<file path="config.mk">
export PLATFORM = sky130hd
export DESIGN_NAME = crc32c_word_stream_top
export DESIGN_NICKNAME = d
export VERILOG_FILES = /design/src/sv/crc32cw_pkg.sv /design/src/sv/crc32cw_fold.sv /design/src/sv/crc32c_word_stream_top.sv
export SDC_FILE = /design/constraint.sdc
export NUM_CORES = 1
export LEC_CHECK = 0
export BUFFER_PORTS_ARGS = -buffer_cell sky130_fd_sc_hd__buf_2
export CELL_PAD_IN_SITES_DETAIL_PLACEMENT = 0
export CELL_PAD_IN_SITES_GLOBAL_PLACEMENT = 2
export CORE_UTILIZATION = 45
export CTS_BUF_LIST = sky130_fd_sc_hd__clkbuf_4 sky130_fd_sc_hd__clkbuf_8
export DETAILED_ROUTE_END_ITERATION = 10
export PLACE_DENSITY = 0.89
export SETUP_SLACK_MARGIN = 0.15
export SYNTH_ARGS = -nofsm -noshare
export SYNTH_HDL_FRONTEND = slang
export SYNTH_SLANG_ARGS = --single-unit
</file>
<file path="constraint.sdc">
create_clock -name clk -period 3.2 [get_ports clk]
set_input_delay 0.16 -clock clk [delete_from_list [all_inputs] [get_ports clk]]
set_output_delay 0.16 -clock clk [all_outputs]
set_load 0.01 [all_outputs]
</file>
<file path="src/sv/crc32cw_pkg.sv">
// shared constants and the fold matrix for the crc-32c word stream block
`timescale 1ns / 1ps
`default_nettype none

package crc32cw_pkg;

    localparam int unsigned WORD_W = 64;
    localparam int unsigned CRC_W  = 32;

    // reflected castagnoli polynomial
    localparam logic [CRC_W-1:0] CRC_POLY = 32'h82f6_3b78;

    typedef logic [WORD_W-1:0] word_t;
    typedef logic [CRC_W-1:0]  crc_t;

    // one crc column per bit of the widened register
    typedef logic [WORD_W-1:0][CRC_W-1:0] fold_matrix_t;

    // column j is the 64-step bit-serial fold of a single set bit at position j
    function automatic fold_matrix_t build_fold_matrix();
        fold_matrix_t m;
        word_t        r;
        for (int j = 0; j < WORD_W; j++)
        begin
            r = word_t'(1) << j;
            for (int i = 0; i < WORD_W; i++)
            begin
                if (r[0])
                begin
                    r = (r >> 1) ^ word_t'(CRC_POLY);
                end
                else
                begin
                    r = r >> 1;
                end
            end
            m[j] = r[CRC_W-1:0];
        end
        return m;
    endfunction

    localparam fold_matrix_t FOLD_MATRIX = build_fold_matrix();

endpackage

`default_nettype wire

</file>
<file path="src/sv/crc32cw_fold.sv">
// xor network that folds one 64-bit word into the running crc
`timescale 1ns / 1ps
`default_nettype none

module crc32cw_fold (
    input  wire crc32cw_pkg::crc_t  crc,
    input  wire crc32cw_pkg::word_t word,
    output crc32cw_pkg::crc_t       crc_out
);
    import crc32cw_pkg::*;

    word_t widened;

    // crc lands on the low half of the word
    assign widened = {{(WORD_W-CRC_W){1'b0}}, crc} ^ word;

    // each set bit contributes its precomputed column
    always_comb
    begin
        crc_out = '0;
        for (int j = 0; j < WORD_W; j++)
        begin
            if (widened[j])
            begin
                crc_out = crc_out ^ FOLD_MATRIX[j];
            end
        end
    end

endmodule

`default_nettype wire

</file>
<file path="src/sv/crc32c_word_stream_top.sv">
// crc-32c over a stream of 64-bit words: input stage, fold network, result stage
//
// usage:
//   s_axis carries message words; tdata is the 64-bit word (least significant
//   byte folded first) and tlast marks the final word of a message.
//   m_axis carries one 32-bit crc per message (initial value zero, no final
//   xor), delivered after the word marked tlast.
// throughput and data path:
//   one word per cycle sustained while no last word waits for the result
//   register. a word is captured in the input register on its transfer,
//   and there a single xor network folds it into the running crc, which
//   for a last word goes to the result register on m_axis. the loop from
//   the crc register through the xor network back to itself sets this rate.
// reset:
//   rst_n low clears the running crc and both valid flags; nothing is pending.
// stalls:
//   words not marked last keep flowing while a result waits on m_axis. a last
//   word holds in the input register until the result register is free, and
//   s_axis_tready stays low while it waits.
`timescale 1ns / 1ps
`default_nettype none

module crc32c_word_stream_top (
    input  wire        clk,
    input  wire        rst_n,
    input  wire        s_axis_tvalid,
    output logic       s_axis_tready,
    input  wire [63:0] s_axis_tdata,   // [63:0] data_word
    input  wire        s_axis_tlast,   // last_word
    output logic       m_axis_tvalid,
    input  wire        m_axis_tready,
    output logic [31:0] m_axis_tdata   // [31:0] crc_value
);
    import crc32cw_pkg::*;

    logic  in_vld_reg;
    logic  in_vld_next;
    word_t in_word_reg;
    logic  in_last_reg;
    crc_t  crc_reg;
    crc_t  crc_next;
    crc_t  folded;
    logic  out_vld_reg;
    logic  out_vld_next;
    crc_t  out_crc_reg;
    logic  out_free;
    logic  in_adv;
    logic  s_xfer;

    // handshake
    assign out_free      = !out_vld_reg || m_axis_tready;
    assign in_adv        = in_vld_reg && (!in_last_reg || out_free);
    assign s_axis_tready = !in_vld_reg || in_adv;
    assign s_xfer        = s_axis_tvalid && s_axis_tready;

    // fold network
    crc32cw_fold u_fold (
        .crc     (crc_reg),
        .word    (in_word_reg),
        .crc_out (folded)
    );

    // next state of the control
    always_comb
    begin
        in_vld_next  = s_xfer ? 1'b1 : (in_adv ? 1'b0 : in_vld_reg);
        out_vld_next = (in_adv && in_last_reg) ? 1'b1 : (out_free ? 1'b0 : out_vld_reg);
        crc_next     = crc_reg;
        if (in_adv)
        begin
            crc_next = in_last_reg ? '0 : folded;
        end
    end

    // control registers
    always_ff @(posedge clk or negedge rst_n)
    begin
        if (!rst_n)
        begin
            in_vld_reg  <= 1'b0;
            out_vld_reg <= 1'b0;
            crc_reg     <= '0;
        end
        else
        begin
            in_vld_reg  <= in_vld_next;
            out_vld_reg <= out_vld_next;
            crc_reg     <= crc_next;
        end
    end

    // payload registers
    always_ff @(posedge clk)
    begin
        if (s_xfer)
        begin
            in_word_reg <= s_axis_tdata;
            in_last_reg <= s_axis_tlast;
        end
        if (in_adv && in_last_reg)
        begin
            out_crc_reg <= folded;
        end
    end

    assign m_axis_tvalid = out_vld_reg;
    assign m_axis_tdata  = out_crc_reg;

    // a finished message leaves the running crc cleared
    a_crc_cleared: assert property (@(posedge clk) disable iff (!rst_n)
        in_adv && in_last_reg |=> crc_reg == '0)
        else $error("running crc not cleared after last word");

    // a word that is not last never disturbs a waiting result
    a_result_held: assert property (@(posedge clk) disable iff (!rst_n)
        in_adv && !in_last_reg && out_vld_reg && !m_axis_tready |=> $stable(out_crc_reg))
        else $error("waiting result changed by a non-last word");

    // a last word blocked by a stalled result stops the input side
    a_backpressure: assert property (@(posedge clk) disable iff (!rst_n)
        in_vld_reg && in_last_reg && out_vld_reg && !m_axis_tready |-> !s_axis_tready)
        else $error("input accepted while a last word is blocked");

endmodule

`default_nettype wire
</file>
[Yosys cells after proc, flatten, opt, wreduce, memory -nomap -nowiden]
Cells that the tools add are included.
Widths: inputs -> output; s select.
Word-level totals
  register bits: 131
  output and inout port bits: 34
  logic and storage cells: 150
Cells by class
  muxes and demuxes: 69
  bitwise logic cells: 64
  reduce and logical (&&, ||, !) cells: 11
Operators by type and width (count)
  $mux 32: 34
  $mux 31: 15
  $not 17->17: 20
  $not 15->15: 22
  $mux 30: 9
  $mux 29: 5
  $not 19->19: 7
  $not 11->11: 7
  $xor 32x64->64: 1
  $mux 28: 2
  $not 21->21: 2
  $not 13->13: 3
  $not 23->23: 1
  $not 16->17: 1
  $mux 1: 4
  $reduce_bool 2->1: 2
  $logic_and 1x1->1: 3
  $logic_not 1->1: 3
  $logic_or 1x1->1: 3

[Logic depth before layout (Yosys ltp)]
Gate-level depths: netlist of the first run.
  word-level depth: 129
  gate-level depth with buffers: 7

[Modules after synthesis]
Synthesis of the first run repeated with hierarchy kept, for this count alone.
Unflattened totals
  cells, all modules: 737
  area total of the unflattened synthesis: 10513.8 sq um
By module, submodules not included
  crc32cw_fold: times used 1, cells an instance 449, area an instance 5674.2 sq um, sequential area each 0.0 sq um
  crc32c_word_stream_top: times used 1, cells an instance 288, area an instance 4839.6 sq um, sequential area each 3763.6 sq um

[Worst setup path after synthesis of the first run]
OpenSTA, ideal clock, no wires.
  kind: flip-flop to flip-flop
  from: register out_vld_reg (netlist: m_axis_tvalid)
  to: register in_last_reg, enable pin
  setup time: 0.430 ns
  arrival time: 2.275 ns
  path slack: 0.495 ns
  stages on the path, launching flop included: 4
  cells stage by stage: dfrtp_1 -> nor2b_1 -> nand3_1 -> and2_1
On the way
  word-level cells in the longest chain between the ends: 6
Ends and longest elaborated chain
  start: declaration: RTL line crc32c_word_stream_top.sv:43  | logic out_vld_reg;
  start signal: assignment: RTL line crc32c_word_stream_top.sv:87  | out_vld_reg <= out_vld_next;
  $logic_not 1->1: RTL line crc32c_word_stream_top.sv:51  | assign out_free = !out_vld_reg || m_axis_tready;
  $logic_or 1x1->1: RTL line crc32c_word_stream_top.sv:51
  $logic_or 1x1->1: RTL line crc32c_word_stream_top.sv:52  | assign in_adv = in_vld_reg && (!in_last_reg || out_free);
  $logic_and 1x1->1: RTL line crc32c_word_stream_top.sv:52
  $logic_or 1x1->1: RTL line crc32c_word_stream_top.sv:53  | assign s_axis_tready = !in_vld_reg || in_adv;
  via s_axis_tready: RTL line crc32c_word_stream_top.sv:27  | output logic s_axis_tready,
  $logic_and 1x1->1: RTL line crc32c_word_stream_top.sv:54  | assign s_xfer = s_axis_tvalid && s_axis_tready;
  end signal: assignment: RTL line crc32c_word_stream_top.sv:98  | in_last_reg <= s_axis_tlast;
  end: declaration: RTL line crc32c_word_stream_top.sv:39  | logic in_last_reg;
The timed path passes the listed nets, and every way through them passes these cells.
A chain may end at the register's enable or synchronous reset.

[Worst setup path after layout of the first run]
  from: register in_word_reg[47]
  to: register crc_reg[0]
On the way
  word-level cells in the longest chain between the ends: 27
Ends and longest elaborated chain
  start: declaration: RTL line crc32c_word_stream_top.sv:38  | word_t in_word_reg;
  start signal: assignment: RTL line crc32c_word_stream_top.sv:97  | in_word_reg <= s_axis_tdata;
  $xor 32x64->64 *: RTL line crc32cw_fold.sv:15  | assign widened = {{(WORD_W-CRC_W){1'b0}}, crc} ^ word;
  $mux 32 *: RTL line crc32cw_fold.sv:23  | if (widened[j])
  $not 15->15 (no source line)
  $mux 29 *: RTL line crc32cw_fold.sv:23
  $mux 30 *: RTL line crc32cw_fold.sv:23
  $mux 31 *: RTL line crc32cw_fold.sv:23
  $mux 32 *: RTL line crc32cw_fold.sv:23
  $not 17->17 (no source line)
  [12 not listed]
  $mux 32 *: RTL line crc32cw_fold.sv:23
  $not 17->17 (no source line)
  $mux 29 *: RTL line crc32cw_fold.sv:23
  $mux 30 *: RTL line crc32cw_fold.sv:23
  $mux 31 *: RTL line crc32cw_fold.sv:23
  $mux 32 *: RTL line crc32cw_fold.sv:23
  via folded[0]: RTL line crc32c_word_stream_top.sv:42  | crc_t folded;
  $mux 32 *: RTL line crc32c_word_stream_top.sv:71  | crc_next = in_last_reg ? '0 : folded;
  end signal: assignment: RTL line crc32c_word_stream_top.sv:88  | crc_reg <= crc_next;
  end: declaration: RTL line crc32c_word_stream_top.sv:40  | crc_t crc_reg;
Mark *: on every way through the listed nets, which the timed path passes. The rest lies on a longest branch.

==> impl_metrics.json, run 1 <==
{
  "finClkSkew_ns": 0.0218,
  "reg2reg_from": "in_word_reg[47]$_DFFE_PP_",
  "path_class": "register to register",
  "clkLatencyLatePin_ns": 0.47,
  "slew_violations": 0,
  "cts_tree": "done",
  "setup_viol": 0,
  "wl_per_cell_um": 27.4,
  "overflow": 0,
  "layout_commonest_cell": "xnor2_1",
  "tns_ns": 0,
  "post_cts_buffers": 0,
  "vias": 5892,
  "pin_count": 103,
  "die_h_um": 149,
  "rows": 53,
  "rsz0062_at_grt": "false",
  "die_width_um": 149,
  "initial_utilization_pct": 46.2,
  "place_congestion": 1.00,
  "reg2reg_to": "crc_reg[0]$_DFFE_PN0P_",
  "vias_per_cell": 5.20,
  "reg2regPathDepth": 6,
  "grt_pass1_vias": 6055,
  "worst_ep_required_time_ns": 3.56,
  "drtAntennaViolNets": 0,
  "die-area_um2": 22300,
  "synth_nets": 691,
  "seq_area_frac_synth_pct": 38.5,
  "syn_inst": 622,
  "period_share_pct": 91.9,
  "first_pass_iters": 5,
  "avgSynthCellArea_um2": 15.7,
  "worst_pin_slew_ns": 1.04,
  "status": "complete, no violations",
  "antenna_found_initial": 0,
  "coreArea_um2": 21200,
  "relSlewSlack_pct": 30.8,
  "grt_max_degree": 39,
  "cts_buffer_depth": 2,
  "htreeDepth": 4,
  "layout_common_cells": "212 x xnor2_1, 109 x xnor3_1, 102 x buf_2",
  "place_hpwl_um": 23800,
  "wl_um": 31100,
  "reg2reg_slack_ns": 0.26,
  "crit_path_start": "in_word_reg[47]$_DFFE_PP_",
  "min_period_ns": 2.94,
  "largest_reg_flops": 64,
  "async_flop_share_pct": 26.0,
  "cts_buffers": 17,
  "endpoint": "crc_reg[0]$_DFFE_PN0P_",
  "io_buffer_count": 102,
  "drive_above_1_share_pct": 26.6,
  "ys_types": 23,
  "num_antenna_cells": 0,
  "hold_path_class": "primary input to register",
  "n_fill_cell": 1720,
  "synth_area_um2": 9770,
  "drt_iter0_drc": 573,
  "grt_pass1_wl_um": 43400,
  "synth_seq_cells": 131,
  "fmax_ghz": 0.340,
  "start_kind": "register",
  "grt_usage_pct": 29.3,
  "crit_arrival_ns": 3.30,
  "ys_dominant_reg_cell": "edfxtp_1",
  "synth_edf_count": 97,
  "cp_max_fo": 5,
  "drv_cap": 0,
  "yosysWarnings": 0,
  "layout.nets": 913,
  "syn_to_final_growth_pct": 23.5,
  "finalHoldViolations": 0,
  "drc": 0,
  "cts-root-buf": "clkbuf_8",
  "end_kind": "register",
  "path_clk_slew_ns": 0.09,
  "cts_sinks": 131
}
[final cells by class]
class	count	area (um2)	share of cell area (%)
clock buffers	18	241	2.00
clock inverters	14	144	1.19
inverters	2	7.51	0.0622
multi-input cells	462	5920	49.1
flip-flops and latches	131	3760	31.2
well taps	275	344	2.85
repair buffers	230	1640	13.6
[worst min path at each step]
stage	startpoint	to	depth (start not counted)
final	m_axis_tready	in_vld_reg$_DFFE_PN0P_	4
after global routing	m_axis_tready	in_vld_reg$_DFFE_PN0P_	4
after CTS	m_axis_tready	in_vld_reg$_DFFE_PN0P_	4
after detailed placement	s_axis_tdata[30]	in_word_reg[30]$_DFFE_PP_	1
after global placement	s_axis_tdata[7]	in_word_reg[7]$_DFFE_PP_	1
after floorplan	rst_n	crc_reg[0]$_DFFE_PN0P_	0
[timing repair]
action / CTS / global route
endpoints found under the setup margin: 2 / 1
hold buffers: 67 / 0
gates resized for setup: 1 / 1
pin swaps: 0 / 0
hold endpoints to repair: 100 / 0
[logic make-up (layout without fill, tap and decap cells)]
kind of cell,count (synthesis),in the layout,share of synthesized area [%]
AO/OA/AOI/OAI,32,32,2.83
flip-flops,131,131,38.5
AND/OR/NAND/NOR,11,11,0.564
buffers and inverters,29,264,1.19
XOR/XNOR,419,419,56.9
[synth_stat cells, types with 2 or more instances]
| library cell | number | area [um2] |
|---|---|---|
| xnor2_2 | 16 | 260 |
| dfrtp_1 | 34 | 851 |
| a22o_1 | 31 | 272 |
| buf_2 | 6 | 30.0 |
| xor3_2 | 2 | 50.1 |
| clkbuf_1 | 21 | 78.8 |
| edfxtp_1 | 97 | 2910 |
| nor2b_1 | 2 | 12.5 |
| xor3_1 | 8 | 190 |
| xnor2_4 | 2 | 55.1 |
| xnor3_1 | 109 | 2450 |
| xnor3_2 | 2 | 47.6 |
| xnor2_1 | 212 | 1860 |
| nand2_1 | 4 | 15.0 |
| inv_1 | 2 | 7.51 |
| xor2_1 | 62 | 543 |
| xor2_2 | 6 | 97.6 |
[critical path: stages (launching register included)]
cell	delay [ns]
edfxtp_1	0.54
xnor3_1	0.58
xor2_1	0.37
xnor3_1	0.36
xnor2_2	0.21
xor3_1	0.54
a22o_1	0.24
[metrics by stage]
stage | setup WS (ns) | std cells | utilization [%] | cell area (um2) | hold slack, ns
3_5_place_dp | 0.0628 | 1033 | 51.9 | 11000 | 0.338
5_1_grt | 0.174 | 1132 | 57.0 | 12100 | 0.0642
2_1_floorplan | 0.495 | 622 | - | 9770 | -0.136
4_1_cts | 0.220 | 1132 | 57.0 | 12100 | 0.0193
6_report | 0.259 | 1132 | 57.0 | 12100 | 0.0386
3_3_place_gp | 0.0877 | 1033 | 51.9 | 11000 | 0.337
[per-layer routing]
layer	track usage, %	share of wire [%]	vias up
met1	38.7	42	2985
li1	-	-	2587
met3	7.00	8.1	48
met2	46.9	47	272
met5	0	0	-
met4	10.7	3.0	0
Power of run 1 is left out: the tool's default activity adds up to more than one toggle a clock period on the data nets, which glitch-free logic cannot reach.
==> run 2: changes to the inputs <==
--- a/config.mk
+++ b/config.mk
@@ -8,11 +8,13 @@
 export BUFFER_PORTS_ARGS = -buffer_cell sky130_fd_sc_hd__buf_2
 export CELL_PAD_IN_SITES_DETAIL_PLACEMENT = 0
 export CELL_PAD_IN_SITES_GLOBAL_PLACEMENT = 2
-export CORE_UTILIZATION = 45
+export CORE_MARGIN = 2
+export CORE_UTILIZATION = 41
 export CTS_BUF_LIST = sky130_fd_sc_hd__clkbuf_4 sky130_fd_sc_hd__clkbuf_8
 export DETAILED_ROUTE_END_ITERATION = 10
-export PLACE_DENSITY = 0.89
+export PLACE_DENSITY = 0.86
 export SETUP_SLACK_MARGIN = 0.15
+export SKIP_CTS_REPAIR_TIMING = 1
 export SYNTH_ARGS = -nofsm -noshare
 export SYNTH_HDL_FRONTEND = slang
 export SYNTH_SLANG_ARGS = --single-unit
==> constraint.sdc (replaced) <==
create_clock -name clk -period 2.6 [get_ports clk]
set_input_delay 0.13 -clock clk [delete_from_list [all_inputs] [get_ports clk]]
set_output_delay 0.13 -clock clk [all_outputs]
set_load 0.01 [all_outputs]
==> run 2 against run 1 <==
- the run now ends with hold timing left
- first-iteration DRC count rose by 0.87%
- non-clock buffer count rose by 223
- register-to-register slack got worse by 0.23 ns
- global-route usage fell by 0.98 points
- worst hold slack got worse by 0.045 ns
- final cell count rose by 23%
- critical path depth rose by 2
==> impl_metrics.json, run 2 (synthesis gave the netlist of run 1 again) <==
{
  "num_antenna_cells": 0,
  "drc": 0,
  "status": "finished with violations",
  "grt_pass1_wl_um": 47800,
  "first_pass_iters": 5,
  "vias": 6871,
  "cts_buffers": 17,
  "grt_max_degree": 39,
  "die-area_um2": 25100,
  "coreArea_um2": 23400,
  "drtAntennaViolNets": 0,
  "vias_per_cell": 4.91,
  "pin_count": 103,
  "worst_pin_slew_ns": 1.02,
  "die_h_um": 158,
  "drive_above_1_share_pct": 55.7,
  "end_kind": "register",
  "violations": "hold timing",
  "io_buffer_count": 102,
  "path_clk_slew_ns": 0.09,
  "wl_um": 35800,
  "path_class": "register to register",
  "cts_sinks": 131,
  "grt_usage_pct": 28.3,
  "grt_pass1_vias": 6555,
  "fin_ws_ns": 0.0288,
  "cts-root-buf": "clkbuf_8",
  "worst_ep_required_time_ns": 2.96,
  "hold_path_class": "primary input to register",
  "wl_per_cell_um": 25.6,
  "slew_violations": 0,
  "whs_ns": -0.00641,
  "layout.nets": 1136,
  "htreeDepth": 4,
  "start_kind": "register",
  "tns_ns": 0,
  "initial_utilization_pct": 41.7,
  "fmax_ghz": 0.389,
  "finalHoldViolations": 1,
  "relSlewSlack_pct": 31.7,
  "n_fill_cell": 1837,
  "rows": 56,
  "setup_viol": 0,
  "period_share_pct": 98.9,
  "layout_commonest_cell": "buf_4",
  "finClkSkew_ns": 0.00985,
  "clkLatencyLatePin_ns": 0.47,
  "layout_common_cells": "233 x buf_4, 133 x xnor2_1, 102 x buf_2",
  "overflow": 0,
  "post-place-ws_ns": -0.216,
  "crit_arrival_ns": 2.93,
  "largest_reg_flops": 64,
  "rsz0062_at_grt": "true",
  "place_congestion": 1.02,
  "syn_to_final_growth_pct": 54.9,
  "cts_buffer_depth": 2,
  "drt_iter0_drc": 578,
  "drv_cap": 0,
  "cts_tree": "done",
  "antenna_found_initial": 0,
  "die_width_um": 158,
  "min_period_ns": 2.57,
  "place_hpwl_um": 27100,
  "cp_max_fo": 4
}
## run 2: cell types whose count changed in the layout (fill, tap and decap cells not counted), moves of 7 or more
cell	before	now
xnor2_1	212	133
xnor3_1	109	67
buf_12	0	10
xnor3_2	2	44
xor2_4	0	7
buf_4	61	233
xnor2_2	15	82
xnor2_4	3	15
buf_6	0	41
xor2_2	7	25
xor2_1	61	36
## run 2: metal layers
layer / global-route usage (%) / routed length, um / vias to the layer above / part of all wire [%]
met4: 7.25 / 909 / 0 / 2.5
met3: 4.38 / 2500 / 64 / 7.0
met5: 0 / 0 / - / 0
met2: 46.9 / 17100 / 322 / 48
li1: - / - / 3009 / -
met1: 39.1 / 15300 / 3476 / 43
## run 2: stage by stage
step	utilization [%]	instances	instance area, um2
3_5_place_dp	52.0	1210	12200
4_1_cts	53.7	1241	12600
6_report	64.6	1398	15100
2_1_floorplan	-	622	9810
3_3_place_gp	52.0	1210	12200
5_1_grt	64.6	1398	15100
## run 2: worst max-delay path, stage by stage, from the launching register on
cell,delay (ns)
dfrtp_1,0.40
xnor2_1,0.17
buf_4,0.22
xnor3_2,0.53
buf_6,0.15
xor2_2,0.14
xnor2_1,0.18
xnor3_1,0.46
a22o_1,0.20
## run 2: final timing paths
path,start,endpoint,slack [ns],cells after the start
min reg2reg,crc_reg[5]$_DFFE_PN0P_,crc_reg[5]$_DFFE_PN0P_,0.54,1
min,m_axis_tready,in_vld_reg$_DFFE_PN0P_,-0.006,4
max reg2reg,crc_reg[20]$_DFFE_PN0P_,crc_reg[31]$_DFFE_PN0P_,0.03,8
max,crc_reg[20]$_DFFE_PN0P_,crc_reg[31]$_DFFE_PN0P_,0.03,8
max in group asynchronous,rst_n,crc_reg[2]$_DFFE_PN0P_,1.52,2
min in group asynchronous,rst_n,crc_reg[28]$_DFFE_PN0P_,0.38,2
## run 2: cell type report
class / instances / area (um2) / share of cell area [%]
clock buffer: 17 / 234 / 1.55
clock inverter: 14 / 155 / 1.03
inverter: 2 / 7.51 / 0.0496
tap: 319 / 399 / 2.64
timing repair buffer: 453 / 3590 / 23.7
multi-input combinational: 462 / 6970 / 46.1
sequential: 131 / 3770 / 24.9
Power of run 2 is left out for the same reason.
==> run 3: changes to the inputs <==
--- a/config.mk
+++ b/config.mk
@@ -5,11 +5,12 @@
 export SDC_FILE = /design/constraint.sdc
 export NUM_CORES = 1
 export LEC_CHECK = 0
+export ABC_AREA = 1
 export BUFFER_PORTS_ARGS = -buffer_cell sky130_fd_sc_hd__buf_2
 export CELL_PAD_IN_SITES_DETAIL_PLACEMENT = 0
 export CELL_PAD_IN_SITES_GLOBAL_PLACEMENT = 2
 export CORE_MARGIN = 2
-export CORE_UTILIZATION = 41
+export CORE_UTILIZATION = 31
 export CTS_BUF_LIST = sky130_fd_sc_hd__clkbuf_4 sky130_fd_sc_hd__clkbuf_8
 export DETAILED_ROUTE_END_ITERATION = 10
 export PLACE_DENSITY = 0.86
==> run 3 against run 2 <==
- the run now ends clean
- first-iteration DRC count grew to 2.7 times the previous value
- design area is 47% higher
- clock skew up 0.014 ns
- die area rose by 110%
- routed wire length rose to 2.5 times the previous value
- largest cell class unchanged
==> impl_metrics.json, run 3 <==
{
  "cts_buffer_depth": 2,
  "synth_area_um2": 15700,
  "cts_tree": "done",
  "grt_pass1_wl_um": 124000,
  "start_kind": "register",
  "layout.nets": 3215,
  "fmax_ghz": 0.415,
  "syn_inst": 2611,
  "drt_iter0_drc": 1562,
  "grt_max_degree": 40,
  "seq_area_frac_synth_pct": 23.9,
  "synth_top_cell_by_area": "nand2_1",
  "vias": 18600,
  "clkLatencyLatePin_ns": 0.58,
  "layout_commonest_cell": "nand2_1",
  "min_period_ns": 2.41,
  "path_class": "register to register",
  "cts-root-buf": "clkbuf_8",
  "worst_pin_slew_ns": 0.712,
  "hold_path_class": "primary input to asynchronous set/reset pin",
  "reg2reg_to": "m_axis_tdata[4]$_DFFE_PP_",
  "die_width_um": 229,
  "synth_area_leaders": "nand2_1 33%, edfxtp_1 18%, xor2_1 9.7%, xnor2_1 8.7%, nand3_1 7.9%",
  "num_antenna_cells": 0,
  "initial_utilization_pct": 31.4,
  "antenna_found_initial": 3,
  "end_kind": "register",
  "total_power_mw": 26.2,
  "htreeDepth": 4,
  "cts_buffers": 17,
  "reg2regPathDepth": 12,
  "finalHoldViolations": 0,
  "power.density_nw_per_um2": 1180,
  "syn_to_final_growth_pct": 41.6,
  "path_clk_slew_ns": 0.10,
  "rows": 82,
  "wl_um": 90100,
  "tns_ns": 0,
  "peakVddDrop_v": 0.000574,
  "crit_arrival_ns": 2.75,
  "grt_pass1_vias": 17100,
  "ys_dominant_reg_cell": "edfxtp_1",
  "p_leak_nw": 12.4,
  "cp_max_fo": 3,
  "pin_count": 103,
  "reg2reg_from": "in_word_reg[51]$_DFFE_PP_",
  "die_h_um": 229,
  "finClkSkew_ns": 0.0241,
  "avgSynthCellArea_um2": 6.03,
  "relSlewSlack_pct": 52.5,
  "die-area_um2": 52600,
  "worst_ep_required_time_ns": 2.94,
  "largest_reg_flops": 64,
  "drtAntennaViolNets": 0,
  "drive_above_1_share_pct": 22.8,
  "setup_viol": 0,
  "layout_common_cells": "1296 x nand2_1, 341 x buf_4, 301 x inv_1",
  "vias_per_cell": 4.86,
  "overflow": 0,
  "grt_usage_pct": 33.9,
  "wl_per_cell_um": 23.5,
  "slew_violations": 0,
  "place_hpwl_um": 73100,
  "synthTopCellsByCount": "1371 x nand2_1, 309 x inv_1, 250 x nand3_1",
  "period_share_pct": 92.7,
  "n_fill_cell": 5313,
  "rsz0062_at_grt": "true",
  "fin_ws_ns": 0.191,
  "yosysWarnings": 0,
  "place_congestion": 1.01,
  "first_pass_iters": 6,
  "synth_seq_cells": 131,
  "async_flop_share_pct": 26.0,
  "coreArea_um2": 50200,
  "synth_nets": 2680,
  "synth.most_common_cell": "nand2_1",
  "drc": 0,
  "whs_ns": 0.135,
  "post-place-ws_ns": -0.210,
  "io_buffer_count": 102,
  "status": "complete, no violations",
  "cts_sinks": 131,
  "fin_util_pct": 44.5,
  "drv_cap": 0,
  "reg2reg_slack_ns": 0.19,
  "synth_top_area_share_pct": 32.7,
  "ys_types": 31,
  "synth_edf_count": 97
}
## run 3: cell types whose count changed in the layout (fill, tap and decap cells not counted), sizes merged, moves of 109 or more
cell,change
buf,+124
inv,+304
nand2,+1384
nand3,+249
xnor3,-109
xor2,+111
## run 3: routing by layer
layer  global-route usage [%]  wire, um  share of wire (%)  vias to the layer above
met4                     17.3      4870                5.4                        0
met5                        0         0                  0                        -
li1                         -         -                  -                     9019
met2                     54.3     40600                 45                      680
met1                     43.9     38900                 43                     8732
met3                     5.85      5800                6.4                      189
## run 3: per-stage QoR
stage               cells  cell area (um2)
global route         3831            22300
global placement     3670            19900
floorplan            2611            15700
CTS                  3702            20400
finish               3831            22300
detailed placement   3670            19900
## run 3: kinds of logic (layout without fill, tap and decap cells)
family | after synthesis | after routing | synth area share [%]
xor gates and xnor gates | 347 | 347 | 20.2
and+or+nand+nor | 1750 | 1750 | 45.8
DFF | 131 | 131 | 23.9
buffers and inverters | 375 | 923 | 9.70
AOI/OAI and AO/OA | 8 | 8 | 0.334
## run 3: worst max path at each step
stage | from | to | cells after the start
CTS | in_word_reg[61]$_DFFE_PP_ | m_axis_tdata[4]$_DFFE_PP_ | 16
global route | in_word_reg[28]$_DFFE_PP_ | m_axis_tdata[4]$_DFFE_PP_ | 15
detailed placement | in_word_reg[61]$_DFFE_PP_ | m_axis_tdata[4]$_DFFE_PP_ | 16
global placement | in_word_reg[61]$_DFFE_PP_ | m_axis_tdata[4]$_DFFE_PP_ | 16
finish | in_word_reg[51]$_DFFE_PP_ | m_axis_tdata[4]$_DFFE_PP_ | 12
floorplan | m_axis_tvalid$_DFFE_PN0P_ | in_last_reg$_DFFE_PP_ | 3
## run 3: area by class of cell
type / count / area (um2) / share of cell area (%)
multi-input combinational: 2105 / 11100 / 49.7
timing repair buffer: 580 / 4980 / 22.3
sequential: 131 / 3770 / 16.9
inverter: 311 / 1170 / 5.25
tap: 672 / 841 / 3.77
clock buffer: 18 / 248 / 1.11
clock inverter: 14 / 203 / 0.909
## run 3: power breakdown
part / internal [mW] / leakage (nW) / switching, mW / total [mW]
registers: 3.07 / 1.36 / 0.380 / 3.45
clock network: 1.08 / 0.218 / 1.03 / 2.11
logic: 7.91 / 10.8 / 12.7 / 20.6
total: 12.1 / 12.4 / 14.1 / 26.2
## run 3: critical path, cell delays in order, from the launching register on
cell and delay (ns):
edfxtp_1 0.46, buf_4 0.18, xnor2_2 0.43, buf_4 0.22
xor2_1 0.17, buf_4 0.16, nand3b_1 0.10, nand2_1 0.07
inv_1 0.05, nand2_1 0.05, nand2_1 0.06, nand2_1 0.06
and2_1 0.15
Power figures use the tool's default switching activity.
